--- config.mk ---
export PLATFORM = sky130hd
export DESIGN_NAME = markup_dsl_tokenizer_core
export DESIGN_NICKNAME = d
export VERILOG_FILES = /design/src/rtl/mdt_pkg.sv /design/src/rtl/mdt_lexer.sv /design/src/rtl/mdt_result_fifo.sv /design/src/rtl/markup_dsl_tokenizer_core.sv
export SDC_FILE = /design/constraint.sdc
export NUM_CORES = 1
export LEC_CHECK = 0
export BUFFER_PORTS_ARGS = -buffer_cell sky130_fd_sc_hd__buf_4
export CAP_MARGIN = 30
export CORE_MARGIN = 5
export CORE_UTILIZATION = 50
export CTS_CLUSTER_SIZE = 28
export DETAILED_ROUTE_END_ITERATION = 8
export HOLD_SLACK_MARGIN = 0.1
export PLACE_DENSITY_LB_ADDON = 0.25
export SYNTH_ARGS = -nofsm -noshare
export SYNTH_HDL_FRONTEND = slang
export SYNTH_SLANG_ARGS = --single-unit
--- constraint.sdc ---
create_clock -name clk_i -period 11.56 [get_ports clk_i]
set_clock_uncertainty 0.1 [all_clocks]
set_input_delay 1.734 -clock clk_i [delete_from_list [all_inputs] [get_ports clk_i]]
set_output_delay 1.734 -clock clk_i [all_outputs]
set_load 0.02 [all_outputs]
--- src/rtl/mdt_pkg.sv ---
// Shared types, codes and keyword tables of the markup tokenizer.
// Used by mdt_lexer, mdt_result_fifo and markup_dsl_tokenizer_core; no dependencies.
package mdt_pkg;

  localparam int MaxResults = 3;
  localparam int FifoDepth  = 8;

  localparam logic [3:0] KIND_COLON     = 4'd0;
  localparam logic [3:0] KIND_SEMICOLON = 4'd1;
  localparam logic [3:0] KIND_BLOCK     = 4'd2;
  localparam logic [3:0] KIND_TAG       = 4'd3;
  localparam logic [3:0] KIND_KEYWORD0  = 4'd4;
  localparam logic [3:0] KIND_EOF       = 4'd10;

  localparam logic [1:0] ERR_NONE       = 2'd0;
  localparam logic [1:0] ERR_UNCLOSED   = 2'd1;
  localparam logic [1:0] ERR_UNEXPECTED = 2'd2;

  localparam logic [7:0] CH_COLON     = 8'h3A;
  localparam logic [7:0] CH_SEMICOLON = 8'h3B;
  localparam logic [7:0] CH_LBRACE    = 8'h7B;
  localparam logic [7:0] CH_RBRACE    = 8'h7D;
  localparam logic [7:0] CH_BACKSLASH = 8'h5C;
  localparam logic [7:0] CH_DASH      = 8'h2D;
  localparam logic [7:0] CH_SPACE     = 8'h20;
  localparam logic [7:0] CH_LF        = 8'h0A;
  localparam logic [7:0] CH_CR        = 8'h0D;
  localparam logic [7:0] CH_TAB       = 8'h09;
  localparam logic [7:0] CH_LOWER_N   = 8'h6E;
  localparam logic [7:0] CH_LOWER_T   = 8'h74;

  localparam int NumKeywords = 6;

  localparam logic [0:NumKeywords-1][0:7][7:0] KW_TEXT = {
    {"props", 24'h0}, {"content", 8'h0}, {"classes", 8'h0},
    {"ids", 40'h0}, {"dataset", 8'h0}, {"styles", 16'h0}
  };
  localparam logic [0:NumKeywords-1][3:0] KW_LEN = {4'd5, 4'd7, 4'd7, 4'd3, 4'd7, 4'd6};

  typedef struct packed {
    logic       value_valid;
    logic [7:0] value_char;
    logic       token_end;
    logic [3:0] token_kind;
    logic [1:0] error_code;
    logic       last_result;
  } result_t;

  typedef struct packed {
    logic [1:0]                   cnt;
    result_t [MaxResults-1:0]     item;
  } push_t;

  function automatic logic is_word_char(logic [7:0] b);
    return (b >= 8'h41 && b <= 8'h5A) || (b >= 8'h61 && b <= 8'h7A) ||
           (b >= 8'h30 && b <= 8'h39);
  endfunction

  function automatic logic [5:0] kw_mask_step(logic [5:0] m, logic [3:0] len,
                                              logic [7:0] b);
    logic [5:0] r;
    r = m;
    for (int k = 0; k < NumKeywords; k++) begin
      if (m[k] && (len >= KW_LEN[k] || KW_TEXT[k][len[2:0]] != b)) begin
        r[k] = 1'b0;
      end
    end
    return r;
  endfunction

  function automatic logic [3:0] word_kind(logic [5:0] m, logic [3:0] len);
    logic [3:0] kind;
    kind = KIND_TAG;
    for (int k = NumKeywords - 1; k >= 0; k--) begin
      if (m[k] && len == KW_LEN[k]) begin
        kind = KIND_KEYWORD0 + 4'(k);
      end
    end
    return kind;
  endfunction

  function automatic result_t mk_result(logic vv, logic [7:0] ch, logic te,
                                        logic [3:0] kind, logic [1:0] err);
    result_t r;
    r.value_valid = vv;
    r.value_char  = ch;
    r.token_end   = te;
    r.token_kind  = kind;
    r.error_code  = err;
    r.last_result = 1'b0;
    return r;
  endfunction

endpackage

--- src/rtl/mdt_lexer.sv ---
// Input register and per-byte tokenizer step: mode, word length and keyword mask.
// Produces up to three result beats per byte for mdt_result_fifo; uses mdt_pkg.
module mdt_lexer (
  input  logic           clk_i,
  input  logic           rst_ni,
  input  logic           in_valid_i,
  output logic           in_ready_o,
  input  logic [7:0]     byte_value_i,
  input  logic           end_of_source_i,
  input  logic           space_ok_i,
  output mdt_pkg::push_t push_o
);
  import mdt_pkg::*;

  typedef enum logic [2:0] {
    MODE_IDLE, MODE_WORD, MODE_BLOCK, MODE_ESC, MODE_DASH, MODE_COMMENT, MODE_ERROR
  } mode_e;

  mode_e      mode_q, mode_d;
  logic [3:0] len_q, len_d;
  logic [5:0] mask_q, mask_d;
  logic       vld_q, vld_d;
  logic [7:0] byte_q;
  logic       eos_q;
  logic       go;

  result_t               idle_res;
  logic                  idle_put;
  mode_e                 idle_mode;
  logic [3:0]            idle_len;
  logic [5:0]            idle_mask;
  result_t [MaxResults-1:0] res;
  logic [1:0]            n;

  assign go         = vld_q && space_ok_i;
  assign in_ready_o = !vld_q || space_ok_i;

  always_comb begin
    vld_d = vld_q;
    if (in_valid_i && in_ready_o) begin
      vld_d = 1'b1;
    end else if (go) begin
      vld_d = 1'b0;
    end
  end

  always_comb begin
    idle_put  = 1'b0;
    idle_res  = mk_result(1'b0, 8'h00, 1'b0, KIND_COLON, ERR_NONE);
    idle_mode = MODE_IDLE;
    idle_len  = 4'd0;
    idle_mask = 6'h3F;
    priority if (byte_q == CH_COLON) begin
      idle_put = 1'b1;
      idle_res = mk_result(1'b1, byte_q, 1'b1, KIND_COLON, ERR_NONE);
    end else if (byte_q == CH_SEMICOLON) begin
      idle_put = 1'b1;
      idle_res = mk_result(1'b1, byte_q, 1'b1, KIND_SEMICOLON, ERR_NONE);
    end else if (byte_q == CH_LBRACE) begin
      idle_mode = MODE_BLOCK;
    end else if (byte_q == CH_DASH) begin
      idle_mode = MODE_DASH;
    end else if (is_word_char(byte_q)) begin
      idle_put  = 1'b1;
      idle_res  = mk_result(1'b1, byte_q, 1'b0, KIND_COLON, ERR_NONE);
      idle_mode = MODE_WORD;
      idle_len  = 4'd1;
      idle_mask = kw_mask_step(6'h3F, 4'd0, byte_q);
    end else if (byte_q == CH_SPACE || byte_q == CH_LF || byte_q == CH_CR ||
                 byte_q == CH_TAB) begin
      idle_mode = MODE_IDLE;
    end else begin
      idle_put  = 1'b1;
      idle_res  = mk_result(1'b0, 8'h00, 1'b0, KIND_COLON, ERR_UNEXPECTED);
      idle_mode = MODE_ERROR;
    end
  end

  always_comb begin
    mode_d = mode_q;
    len_d  = len_q;
    mask_d = mask_q;
    res    = '0;
    n      = 2'd0;
    unique case (mode_q)
      MODE_IDLE: begin
        mode_d = idle_mode;
        len_d  = idle_len;
        mask_d = idle_mask;
        if (idle_put) begin
          res[0] = idle_res;
          n      = 2'd1;
        end
      end
      MODE_WORD: begin
        if (is_word_char(byte_q)) begin
          mask_d = kw_mask_step(mask_q, len_q, byte_q);
          len_d  = (len_q == 4'hF) ? 4'hF : len_q + 4'd1;
          res[0] = mk_result(1'b1, byte_q, 1'b0, KIND_COLON, ERR_NONE);
          n      = 2'd1;
        end else begin
          res[0] = mk_result(1'b0, 8'h00, 1'b1, word_kind(mask_q, len_q), ERR_NONE);
          n      = 2'd1;
          mode_d = idle_mode;
          len_d  = idle_len;
          mask_d = idle_mask;
          if (idle_put) begin
            res[1] = idle_res;
            n      = 2'd2;
          end
        end
      end
      MODE_BLOCK: begin
        priority if (byte_q == CH_BACKSLASH) begin
          mode_d = MODE_ESC;
        end else if (byte_q == CH_RBRACE) begin
          res[0] = mk_result(1'b0, 8'h00, 1'b1, KIND_BLOCK, ERR_NONE);
          n      = 2'd1;
          mode_d = MODE_IDLE;
        end else begin
          res[0] = mk_result(1'b1, byte_q, 1'b0, KIND_COLON, ERR_NONE);
          n      = 2'd1;
        end
      end
      MODE_ESC: begin
        mode_d = MODE_BLOCK;
        priority if (byte_q == CH_LBRACE || byte_q == CH_RBRACE ||
                     byte_q == CH_BACKSLASH) begin
          res[0] = mk_result(1'b1, byte_q, 1'b0, KIND_COLON, ERR_NONE);
          n      = 2'd1;
        end else if (byte_q == CH_LOWER_N) begin
          res[0] = mk_result(1'b1, CH_LF, 1'b0, KIND_COLON, ERR_NONE);
          n      = 2'd1;
        end else if (byte_q == CH_LOWER_T) begin
          res[0] = mk_result(1'b1, CH_TAB, 1'b0, KIND_COLON, ERR_NONE);
          n      = 2'd1;
        end else begin
          res[0] = mk_result(1'b1, CH_BACKSLASH, 1'b0, KIND_COLON, ERR_NONE);
          res[1] = mk_result(1'b1, byte_q, 1'b0, KIND_COLON, ERR_NONE);
          n      = 2'd2;
        end
      end
      MODE_DASH: begin
        if (byte_q == CH_DASH) begin
          mode_d = MODE_COMMENT;
        end else begin
          res[0] = mk_result(1'b0, 8'h00, 1'b0, KIND_COLON, ERR_UNEXPECTED);
          n      = 2'd1;
          mode_d = MODE_ERROR;
        end
      end
      MODE_COMMENT: begin
        if (byte_q == CH_LF) begin
          mode_d = MODE_IDLE;
        end
      end
      MODE_ERROR: begin
        mode_d = MODE_ERROR;
      end
      default: begin
        mode_d = MODE_ERROR;
      end
    endcase

    if (eos_q) begin
      unique case (mode_d)
        MODE_IDLE, MODE_COMMENT: begin
          res[n] = mk_result(1'b0, 8'h00, 1'b1, KIND_EOF, ERR_NONE);
          n      = n + 2'd1;
        end
        MODE_WORD: begin
          res[n] = mk_result(1'b0, 8'h00, 1'b1, word_kind(mask_d, len_d), ERR_NONE);
          n      = n + 2'd1;
          res[n] = mk_result(1'b0, 8'h00, 1'b1, KIND_EOF, ERR_NONE);
          n      = n + 2'd1;
        end
        MODE_ESC: begin
          res[n] = mk_result(1'b1, CH_BACKSLASH, 1'b0, KIND_COLON, ERR_NONE);
          n      = n + 2'd1;
          res[n] = mk_result(1'b0, 8'h00, 1'b0, KIND_COLON, ERR_UNCLOSED);
          n      = n + 2'd1;
        end
        MODE_BLOCK: begin
          res[n] = mk_result(1'b0, 8'h00, 1'b0, KIND_COLON, ERR_UNCLOSED);
          n      = n + 2'd1;
        end
        MODE_DASH: begin
          res[n] = mk_result(1'b0, 8'h00, 1'b0, KIND_COLON, ERR_UNEXPECTED);
          n      = n + 2'd1;
        end
        default: begin
          n = n;
        end
      endcase
      mode_d = MODE_IDLE;
      len_d  = 4'd0;
      mask_d = 6'h3F;
    end

    if (n != 2'd0) begin
      res[n - 2'd1].last_result = 1'b1;
    end
  end

  assign push_o.cnt  = go ? n : 2'd0;
  assign push_o.item = res;

  always_ff @(posedge clk_i or negedge rst_ni) begin
    if (!rst_ni) begin
      vld_q  <= 1'b0;
      mode_q <= MODE_IDLE;
      len_q  <= 4'd0;
      mask_q <= 6'h3F;
    end else begin
      vld_q <= vld_d;
      if (go) begin
        mode_q <= mode_d;
        len_q  <= len_d;
        mask_q <= mask_d;
      end
    end
  end

  always_ff @(posedge clk_i) begin
    if (in_valid_i && in_ready_o) begin
      byte_q <= byte_value_i;
      eos_q  <= end_of_source_i;
    end
  end

endmodule

--- src/rtl/mdt_result_fifo.sv ---
// Result queue of the markup tokenizer: takes up to three beats per cycle,
// hands out one registered beat per cycle while out_ready_i is high. Uses mdt_pkg.
module mdt_result_fifo (
  input  logic             clk_i,
  input  logic             rst_ni,
  input  mdt_pkg::push_t   push_i,
  output logic             space_ok_o,
  output logic             out_valid_o,
  input  logic             out_ready_i,
  output mdt_pkg::result_t out_data_o
);
  import mdt_pkg::*;

  localparam int PtrW = $clog2(FifoDepth);
  localparam int CntW = $clog2(FifoDepth + 1);

  result_t           mem_q [FifoDepth];
  logic [PtrW-1:0]   wr_ptr_q, wr_ptr_d;
  logic [PtrW-1:0]   rd_ptr_q, rd_ptr_d;
  logic [CntW-1:0]   count_q, count_d;
  logic              pop;

  assign out_valid_o = count_q != '0;
  assign out_data_o  = mem_q[rd_ptr_q];
  assign pop         = out_valid_o && out_ready_i;
  assign space_ok_o  = count_q <= CntW'(FifoDepth - MaxResults);

  assign wr_ptr_d = wr_ptr_q + PtrW'(push_i.cnt);
  assign rd_ptr_d = rd_ptr_q + PtrW'(pop);
  assign count_d  = count_q + CntW'(push_i.cnt) - CntW'(pop);

  always_ff @(posedge clk_i or negedge rst_ni) begin
    if (!rst_ni) begin
      wr_ptr_q <= '0;
      rd_ptr_q <= '0;
      count_q  <= '0;
    end else begin
      wr_ptr_q <= wr_ptr_d;
      rd_ptr_q <= rd_ptr_d;
      count_q  <= count_d;
    end
  end

  always_ff @(posedge clk_i) begin
    for (int i = 0; i < MaxResults; i++) begin
      if (2'(i) < push_i.cnt) begin
        mem_q[wr_ptr_q + PtrW'(i)] <= push_i.item[i];
      end
    end
  end

endmodule

--- src/rtl/markup_dsl_tokenizer_core.sv ---
// Top level of the markup tokenizer: byte input channel, result output channel.
// Instantiates mdt_lexer and mdt_result_fifo; uses mdt_pkg.
//
// The input channel takes one source byte per beat, with end_of_source_i set on
// the final byte of a text. The output channel gives one result per beat: a value
// character, a token end with its kind, or an error code. last_result_o marks the
// final result caused by a byte; a byte may cause zero to three results.
// A byte is registered on acceptance and is decoded from the input register once
// the queue has room, when its results are written into an eight-entry result
// queue that offers them on the output channel.
// Throughput is one byte per cycle while bytes cause at most one result each and
// out_ready_i is high; bytes with several results drain at one result per cycle.
// The input stalls when the queue has fewer than three free entries, so a stalled
// receiver backs up into the input channel once six results wait in the queue
// and a byte waits in the input register.
// Reset empties the queue and returns the tokenizer to idle with an empty word.
// After an error, bytes are dropped without results up to the end of the source.
module markup_dsl_tokenizer_core (
  input  logic       clk_i,
  input  logic       rst_ni,
  input  logic       in_valid_i,
  output logic       in_ready_o,
  input  logic [7:0] byte_value_i,
  input  logic       end_of_source_i,
  output logic       out_valid_o,
  input  logic       out_ready_i,
  output logic       value_valid_o,
  output logic [7:0] value_char_o,
  output logic       token_end_o,
  output logic [3:0] token_kind_o,
  output logic [1:0] error_code_o,
  output logic       last_result_o
);
  import mdt_pkg::*;

  push_t   push;
  logic    space_ok;
  result_t out_data;

  mdt_lexer u_lexer (
    .clk_i           (clk_i),
    .rst_ni          (rst_ni),
    .in_valid_i      (in_valid_i),
    .in_ready_o      (in_ready_o),
    .byte_value_i    (byte_value_i),
    .end_of_source_i (end_of_source_i),
    .space_ok_i      (space_ok),
    .push_o          (push)
  );

  mdt_result_fifo u_fifo (
    .clk_i       (clk_i),
    .rst_ni      (rst_ni),
    .push_i      (push),
    .space_ok_o  (space_ok),
    .out_valid_o (out_valid_o),
    .out_ready_i (out_ready_i),
    .out_data_o  (out_data)
  );

  assign value_valid_o = out_data.value_valid;
  assign value_char_o  = out_data.value_char;
  assign token_end_o   = out_data.token_end;
  assign token_kind_o  = out_data.token_kind;
  assign error_code_o  = out_data.error_code;
  assign last_result_o = out_data.last_result;

endmodule
# --- After elaboration in Yosys (flattened, before gate mapping) ---
# Memory sizes are Yosys's and may differ from the RTL's.
# Cells that the tools add are included.
totals:
  regBits: 33
  ram_bits: 136
  rom_bits: 384
  input_bits: 13
  wordCells: 282
  mem_count: 7
op_classes:
  addsub: 10
  magnitude_cmp: 21
  n_eq_ne: 42
  mux: 124
  bitwise_logic: 19
  reduce_logical: 50
mem_list:
  columns: ["name", "words", "word_bits", "read_ports", "rd_ports_with_merged_regs", "wr", "line", "source"]
  rows:
  - ["u_fifo.mem_q", 8, 17, 1, 0, 3, "mdt_result_fifo.sv:17", "result_t mem_q [FifoDepth];"]
  - ["(no name shown)", 8, 8, 1, 0, 0, "mdt_pkg.sv:64", "if (m[k] && (len >= KW_LEN[k] || KW_TEXT[k][len[2:0]] != b)) begin"]
  - ["(no name shown)", 8, 8, 1, 0, 0, "mdt_pkg.sv:64", null]
  - ["(no name shown)", 8, 8, 1, 0, 0, "mdt_pkg.sv:64", null]
  - ["(no name shown)", 8, 8, 1, 0, 0, "mdt_pkg.sv:64", null]
  - ["(no name shown)", 8, 8, 1, 0, 0, "mdt_pkg.sv:64", null]
  - ["+1 memories", null, null, null, null, null, null, null]
ops:
  columns: ["cell", "n"]
  rows:
  - ["17-bit two-way mux", 17]
  - ["51-bit one-hot mux with 5 select lines", 1]
  - ["48-bit inverter", 3]
  - ["51-bit bitwise mux", 2]
  - ["17-bit demux with 2-bit select", 3]
  - ["51-bit two-way mux", 2]
  - ["32-bit by 48-bit bitwise AND with 48-bit output", 2]
  - ["8-bit two-way mux", 12]
  - ["17-bit one-hot mux with 5 select lines", 1]
  - ["4-bit two-way mux", 21]
  - ["42-bit inverter", 2]
  - ["48-bit bitwise AND", 1]
  - ["8-bit != test", 6]
  - ["28-bit by 42-bit bitwise AND with 42-bit output", 1]
  - ["42-bit bitwise AND", 1]
  - ["6-bit two-way mux", 7]
  - ["8-bit by 7-bit equality test with 1-bit output (second input constant)", 5]
  - ["7-bit by 8-bit != test with 1-bit output (first input constant)", 5]
  - ["3-bit two-way mux", 13]
  - ["24-bit by 36-bit bitwise AND with 36-bit output", 1]
  - ["36-bit inverter", 1]
  - ["17-bit one-hot mux with 2 select lines", 1]
  - ["8-bit by 6-bit equality test with 1-bit output (second input constant)", 4]
  - ["1-bit two-way mux", 30]
  - ["other kinds (49)", 124]

# --- Longest topological paths before layout ---
# Gate-level depths: netlist (run 1).
depth:
  depth_word: 27
  depth_mapped: 18

# --- Cells and area by module ---
# Synthesis (run 1) repeated with hierarchy kept, for this count alone.
hier_totals:
  hier_cells: 1560
  area_unflattened_um2: 13827.0
by_module_without_submodules:
  columns: ["module", "instances", "cells_each", "area_each_um2", "seq_area_each_um2"]
  rows:
  - ["mdt_result_fifo", 1, 1022, 9899.5, 4334.2]
  - ["mdt_lexer", 1, 538, 3927.5, 628.1]

# --- Worst setup path after synthesis (run 1) ---
# Ideal clock, no wire load.
synth_path:
  path_kind: "register to register"
  from: "register u_lexer.byte_q[0]"
  to: "memory u_fifo.mem_q[2][0] (netlist bit) (enable)"
  setup_ns: 0.415
  t_arrival_ns: 4.306
  required_time_ns: 11.045
  slack_ns: 6.739
  stages_incl_launch_ff: 14
  path_buffers: 2
  synth_period_minus_slack_ns: 4.821
  cell_sequence: "edfxtp_1 > buf_2 > or3b_1 > a211o_1 > a21oi_1 > or3b_2 > nand4_2 > ha_1 > inv_1 > or3_1 > clkbuf_1 > nand2_1 > a22oi_1 > o21ai_0"
synth_lines:
  columns: ["element", "line", "source"]
  rows:
  - ["from (decl)", "mdt_lexer.sv:23", "logic [7:0] byte_q;"]
  - ["from (signal assigned)", "mdt_lexer.sv:226", "byte_q <= byte_value_i;"]
  - ["to (decl)", "mdt_result_fifo.sv:17", null]

==> out/metrics.cfg, run 1 <==
[status]
run_status = finished, final reports clean

[power]
vdd_drop_max_mv = 0.1358
p_leak_nw = 4.280
p_per_area_nw_per_um2 = 296.4
power_mw = 3.647

[critical_path]
worstSetupEndpointType = flop
crit_chain = nor4_2 > or3_4 > a221oi_4 > o31ai_1 > nand4_2 > ha_1 > o22ai_1 > nor2_1 > nand3_1 > and2_0 > o21ai_2 > buf_6
cp_top_family = simple AND/OR/NAND/NOR gates
critPathKind = flop to flop
r2r_start = u_lexer.byte_q[0]
reg2reg_depth = 12
cpMaxStageDelayCell = edfxtp_1
cp.arrival_ps = 5760
crit_buf_inv = 1
worst-path-stages = 12
r2r_slack_ps = 5840
r2r-end = u_fifo.mem_q[4][8]
start_kind = flop
critPathMaxStageDelay_ps = 1010
critPathMaxFanout = 29
critPathRequiredTime_ps = 11600

[grt]
antenna_found_initial = 0
grt_use_total = 0.2817
grt_pass1_wl_microns = 56010
grt_pass1_vias = 9200
grt_max_degree = 35
grt.overflow.total = 0

[final_layout]
multiInputGateArea_sq_um = 5843
drive_above_1_share = 0.1577
antenna_cells = 0
fill_cells = 1893
final-seq-area_sq_um = 4964
syn2layout_area_growth_pct = 9.401
final_nets = 1122
post-route-cell-area_sq_um = 12300

[clock_tree]
cts_tree = done
h-tree-depth = 4
cts-buffers-inserted = 17
insertion_delay_ps = 450
cts_setup_buffers = 0
postCtsResizedCells = 0
ctsHoldBuffers = 0
cts.sinks = 169
clk_pin_slew_worst_paths_ps = 70
root_buffer = clkbuf_16
clk_path_buf_depth = 2

[place]
globalplace.congestion = 0.9894
hpwl_microns = 25730
place_area_sq_um = 11640
port-buffer-count = 31
dp_slack_ps = 6000

[min_path]
worstHoldEndpoint = u_fifo.rd_ptr_q[1]
hold_path_depth = 1
hp-start = u_fifo.rd_ptr_q[1]
holdCritPathClass = flop to flop

[flow_run]
max_cap_viol_count = 0

[floorplanning]
die_x_microns = 160.0
start_util = 0.5121
io-pin-count = 32
die_y_microns = 160.0
num_rows = 54
die_area_sq_um = 25590
fp.coreArea_sq_um = 21960

[synthesis]
synth_async_sr_flop_share = 0.1420
yosysSeqAreaShare = 0.4413
synth_edf_count = 145
synth_area_leaders = edfxtp_1 (39%), mux4_2 (6.8%), dfrtp_1 (4.0%)
synthCells = 1105
netlist_top_cells_count = edfxtp_1 (145), nand2_1 (99), nand3_1 (83), o21ai_0 (83), a21oi_1 (65)
synth.ff_latch_count = 169
ys_warn_count = 0
synth_nets = 1143
synth_flop_cell = edfxtp_1
yosysTopAreaCellShare = 0.3872
avgSynthCellArea_sq_um = 10.18
netlist_area_sq_um = 11250
synth_cell_types = 85
yosysTopAreaCell = edfxtp_1
post-synth-top-count-cell = edfxtp_1

[timing]
slew_headroom = 0.2801
worst_pin_slew_ps = 1066
setup_tns_ps = 0
rsz0062_at_grt = false
min_period_ps = 5719
worst_slack_ps = 5841
fin_crit_sh = 0.4947
timing.fmax_mhz = 174.8
slew_viol_final = 0
finalSetupViolations = 0
hold_viol = 0

[detailed_routing]
num_vias = 9585
first_pass_iters = 6
wirelength_microns = 36010
drtAntennaViolNets = 0
route.detailed.drc = 0
initialDrtViolationCount = 1389
avgRoutedWirePerCell_microns = 26.15
vias_per_cell = 6.961

## placed cells by master, fill, tap and decap left out, drive strengths merged, types with 17 or more instances in the layout
cell type    n
mux4        34
inv         32
nand3       83
ha          23
o21ai       96
o22ai       30
clkbuf      17
nand2       99
and2        18
o211ai      24
o221ai      25
edfxtp     145
mux2        17
buf         47
a21oi       65
dfrtp       18
nor2        54
nand2b      17
## cell families (layout without fill, tap and decap cells)
kind of cell,count (synthesis),count (layout),synth area share
AND/OR/NAND/NOR,368,368,0.1699
flip-flops,169,169,0.4413
AO/OA/AOI/OAI,335,335,0.1975
XOR/XNOR,27,27,0.02103
buffers and inverters,114,106,0.04183
multiplexers,67,67,0.09935
adder cells (fa/ha/maj),25,25,0.02915
## worst register-to-register path: cells and delay by family, from the launching register on
kind | cells | cell delay (ps)
DFF | 1 | 1010
adders and majority gates | 1 | 280
AOI/OAI and AO/OA | 4 | 1370
buffers and inverters | 1 | 250
and+or+nand+nor | 6 | 2410
## through the flow
stage,hold slack [ps],instances,utilization
floorplan,376.5,1105,-
global placement,387.4,1338,0.5264
detailed placement,394.9,1343,0.5299
CTS,410.7,1375,0.5585
global route,433.3,1377,0.5603
finish,404.9,1377,0.5603
## area by class of cell
class | count | share of cell area
Timing Repair Buffer | 47 | 0.03387
Clock buffer | 17 | 0.03458
Tap cell | 280 | 0.02848
Clock inverter | 15 | 0.01648
Multi-Input combinational cell | 822 | 0.4749
Sequential cell | 169 | 0.4034
Inverter | 27 | 0.008238
## worst max path at each step
stage | from | to | slack [ps]
floorplan | u_lexer.byte_q[0] | u_fifo.mem_q[2][0] | 6740
global placement | u_lexer.byte_q[1] | u_fifo.mem_q[6][14] | 6130
detailed placement | u_lexer.byte_q[0] | u_fifo.mem_q[4][14] | 6000
CTS | u_lexer.byte_q[0] | u_fifo.mem_q[4][10] | 5960
global route | u_lexer.byte_q[0] | u_fifo.mem_q[4][10] | 5480
finish | u_lexer.byte_q[0] | u_fifo.mem_q[4][8] | 5840
## layer usage
metal	wire (microns)	global-route usage	share of wire	vias up
met5	0	0	0	-
met4	1497	0.1240	0.042	0
met3	3180	0.05000	0.088	103
met2	17080	0.4474	0.47	637
met1	14260	0.3816	0.40	4593
li1	-	-	-	4252
## state kept, by name, indices dropped and copies added, names as in the netlist
name and cells:
u_fifo.rd_ptr_q 3, u_fifo.count_q 4, u_lexer.eos_q 1, u_lexer.len_q 4
u_lexer.mode_q 3, u_fifo.mem_q 136, u_lexer.vld_q 1, u_fifo.wr_ptr_q 3
u_lexer.byte_q 8, u_lexer.mask_q 6
## power breakdown
| group | switching (mW) | internal [mW] | total, mW | leakage [nW] |
|---|---|---|---|---|
| sequential | 0.160 | 0.971 | 1.13 | 1.64 |
| combinational | 1.18 | 0.729 | 1.91 | 2.34 |
| clock | 0.295 | 0.314 | 0.609 | 0.297 |
| total | 1.63 | 2.02 | 3.65 | 4.28 |
Power figures use the tool's default switching activity.
==> run 2, diff against run 1 <==
- clock period: 11.56 -> 4.8 ns (I/O delays scaled with it)
==> run 2 against run 1 <==
Maximum frequency rose by 24%. Sequential share of layout area fell by 1.5 points. Final cell count rose by 5.0%. Largest power group unchanged. Global-route usage fell by 0.37 points. Clock-buffer cell count did not move. Combinational power rose to 2.5 times the previous value. Sequential cell count did not move. Critical path type unchanged. Die area did not move. Clock power rose by 130%. Worst setup slack got worse by 5600 ps. Power rose by 140%.
==> out/metrics.cfg, run 2 (synthesis gave the netlist of run 1 again) <==
[power]
seq_power_share = 0.299  ; -0.011
power_frac_comb = 0.541  ; +0.018
switchingPower_mw = 3.897  ; +140%
clkPwrFrac = 0.159  ; -0.008
p_int_mw = 5.030  ; +150%
vdd_drop_max_mv = 0.3579  ; +160%
p_per_area_nw_per_um2 = 698.3  ; +140%
p_leak_nw = 4.587  ; +7.2%
swShare = 0.4365  ; -0.01095

[clock_tree]
root_buffer = clkbuf_16
clk_path_buf_depth = 2  ; unchanged
h-tree-depth = 4  ; unchanged
clk_pin_slew_worst_paths_ps = 80  ; about the same
cts.sinks = 169  ; unchanged
cts-buffers-inserted = 17  ; unchanged
cts_tree = done
insertion_delay_ps = 440  ; about the same

[timing]
timing.fmax_mhz = 217.5  ; +24%
worst_pin_slew_ps = 1208  ; +142.5 ps
hold_viol = 0  ; unchanged
slew_headroom = 0.1875  ; -0.09255
hold_ws_ps = 349.4  ; -55.50 ps
fin_crit_sh = 0.9581  ; +0.4633
finalSetupViolations = 0  ; unchanged
rsz0062_at_grt = false
min_period_ps = 4599  ; -1121 ps
slew_viol_final = 0  ; unchanged

[detailed_routing]
route.detailed.drc = 0  ; unchanged
first_pass_iters = 8  ; +2
initialDrtViolationCount = 1190  ; -14%
avgRoutedWirePerCell_microns = 24.73  ; -5.4%
wirelength_microns = 35760  ; -0.71%
drtAntennaViolNets = 0  ; unchanged
num_vias = 9768  ; +1.9%
vias_per_cell = 6.755  ; -3.0%

[final_layout]
post-route-cell-area_sq_um = 12780  ; +3.9%
layout_common_cells = edfxtp_1 (145), buf_4 (112), nand2_1 (99)
largest_reg_flops = 136  ; unchanged
layout_commonest_cell = edfxtp_1
antenna_cells = 0  ; unchanged
drive_above_1_share = 0.2075  ; +0.04984
top_register = u_fifo.mem_q
final_nets = 1191  ; +6.1%
reg.largest.list = u_fifo.mem_q: 136 flops, u_lexer.byte_q: 8 flops, u_lexer.mask_q: 6 flops
syn2layout_area_growth_pct = 13.67

[critical_path]
startpoint = u_lexer.byte_q[0]
critPathMaxStageDelay_ps = 1020  ; about the same
r2r_slack_ps = 200  ; -5640 ps
worst-path-stages = 11  ; -1
crit_chain = nor4_2 > buf_4 > or3_4 > a221oi_4 > buf_4 > a32oi_1 > o211ai_1 > nand2_1 > o31ai_1 > a2bb2oi_1 > o21ai_0
r2r-end = u_fifo.mem_q[5][4]
critPathRequiredTime_ps = 4960  ; -6640 ps
cp.arrival_ps = 4750  ; -1010 ps
cp_top_family = compound AO/OA/AOI/OAI gates
reg2reg_depth = 11  ; -1
cp_common_cell = buf_4
cpMaxStageDelayCell = o31ai_1
critPathMaxFanout = 12  ; -59%
r2r_start = u_lexer.byte_q[0]
crit_buf_inv = 2  ; +1
worstSetupEndpointType = flop
start_kind = flop
critPathKind = flop to flop
critPathCapture = u_fifo.mem_q[5][4]

[place]
port-buffer-count = 31  ; unchanged
place_area_sq_um = 12150  ; +4.4%
hpwl_microns = 26240  ; +1.9%
globalplace.congestion = 0.9385  ; -5.1%

[floorplanning]
die_x_microns = 160.0  ; unchanged
start_util = 0.5121  ; unchanged
die_y_microns = 160.0  ; unchanged
num_rows = 54  ; unchanged
die_area_sq_um = 25590  ; unchanged
io-pin-count = 32  ; unchanged
fp.coreArea_sq_um = 21960  ; unchanged

[grt]
use_met1 = 0.3814  ; about the same
grt_busiest_layer = met2
grt.overflow.total = 0  ; unchanged
grt_use_total = 0.2781  ; -0.003654
grt_pass1_vias = 9318  ; +1.3%
grt_max_degree = 30  ; -14%
use_met3 = 0.05155  ; +0.001546
antenna_found_initial = 0  ; unchanged
grtUsageMet2 = 0.4468  ; -0.0005780
grt_pass1_wl_microns = 55680  ; -0.59%

[status]
run_status = finished, final reports clean

[min_path]
holdCritPathClass = input pin to flop
hold_path_depth = 1  ; unchanged

[flow_run]
max_cap_viol_count = 0  ; unchanged

[run 2: worst min path at each step]
stage                 startpoint                 to  slack, ps
6_report         byte_value_i[6]  u_lexer.byte_q[6]        350
3_3_place_gp   u_lexer.mask_q[1]  u_lexer.mask_q[1]        410
2_1_floorplan             rst_ni  u_fifo.count_q[0]        320
3_5_place_dp   u_lexer.mask_q[5]  u_lexer.mask_q[5]        420
4_1_cts          byte_value_i[4]  u_lexer.byte_q[4]        340
5_1_grt          byte_value_i[6]  u_lexer.byte_q[6]        340
[run 2: metrics by stage]
step / power, mW / util / instances / worst slack, ps / setup TNS [ps]
final: 8.927 / 0.5822 / 1446 / 201.3 / 0
after global routing: 9.460 / 0.5822 / 1446 / 23.05 / 0
after CTS: 8.876 / 0.5814 / 1446 / 221.3 / 0
after detailed placement: 7.442 / 0.5533 / 1413 / 270.8 / 0
after global placement: 7.338 / 0.5519 / 1411 / 357.5 / 0
after floorplan: 5.752 / - / 1105 / -20.78 / -1413
[run 2: final cells by class]
class	count	area [sq um]
Timing Repair Buffer	116	900.9
Multi-Input combinational cell	822	5861
Clock inverter	15	181.4
Fill cell	1869	9175
Tap cell	280	350.3
Sequential cell	169	4964
Clock buffer	17	425.4
Inverter	27	101.3
[run 2: power by group through the flow]
| stage | clock network [mW] | registers, mW | logic, mW |
|---|---|---|---|
| 2_1_floorplan | 0 | 2.49 | 3.26 |
| 3_3_place_gp | 0 | 2.68 | 4.66 |
| 3_5_place_dp | 0 | 2.69 | 4.75 |
| 4_1_cts | 1.43 | 2.66 | 4.78 |
| 5_1_grt | 1.50 | 2.72 | 5.25 |
| 6_report | 1.42 | 2.67 | 4.83 |
[run 2: repair_timing]
| action | CTS | global route |
|---|---|---|
| hold buffers | 1 | 0 |
| gates resized for setup | 0 | 3 |
| setup endpoints to repair | 0 | 35 |
| endpoints found under the hold margin | 18 | 0 |
| setup buffers | 0 | 0 |
[run 2: routing by layer]
| layer | wire length [microns] | share of wire |
|---|---|---|
| met2 | 16890 | 0.47 |
| met5 | 0 | 0 |
| met4 | 1122 | 0.031 |
| met1 | 14300 | 0.40 |
| met3 | 3444 | 0.096 |
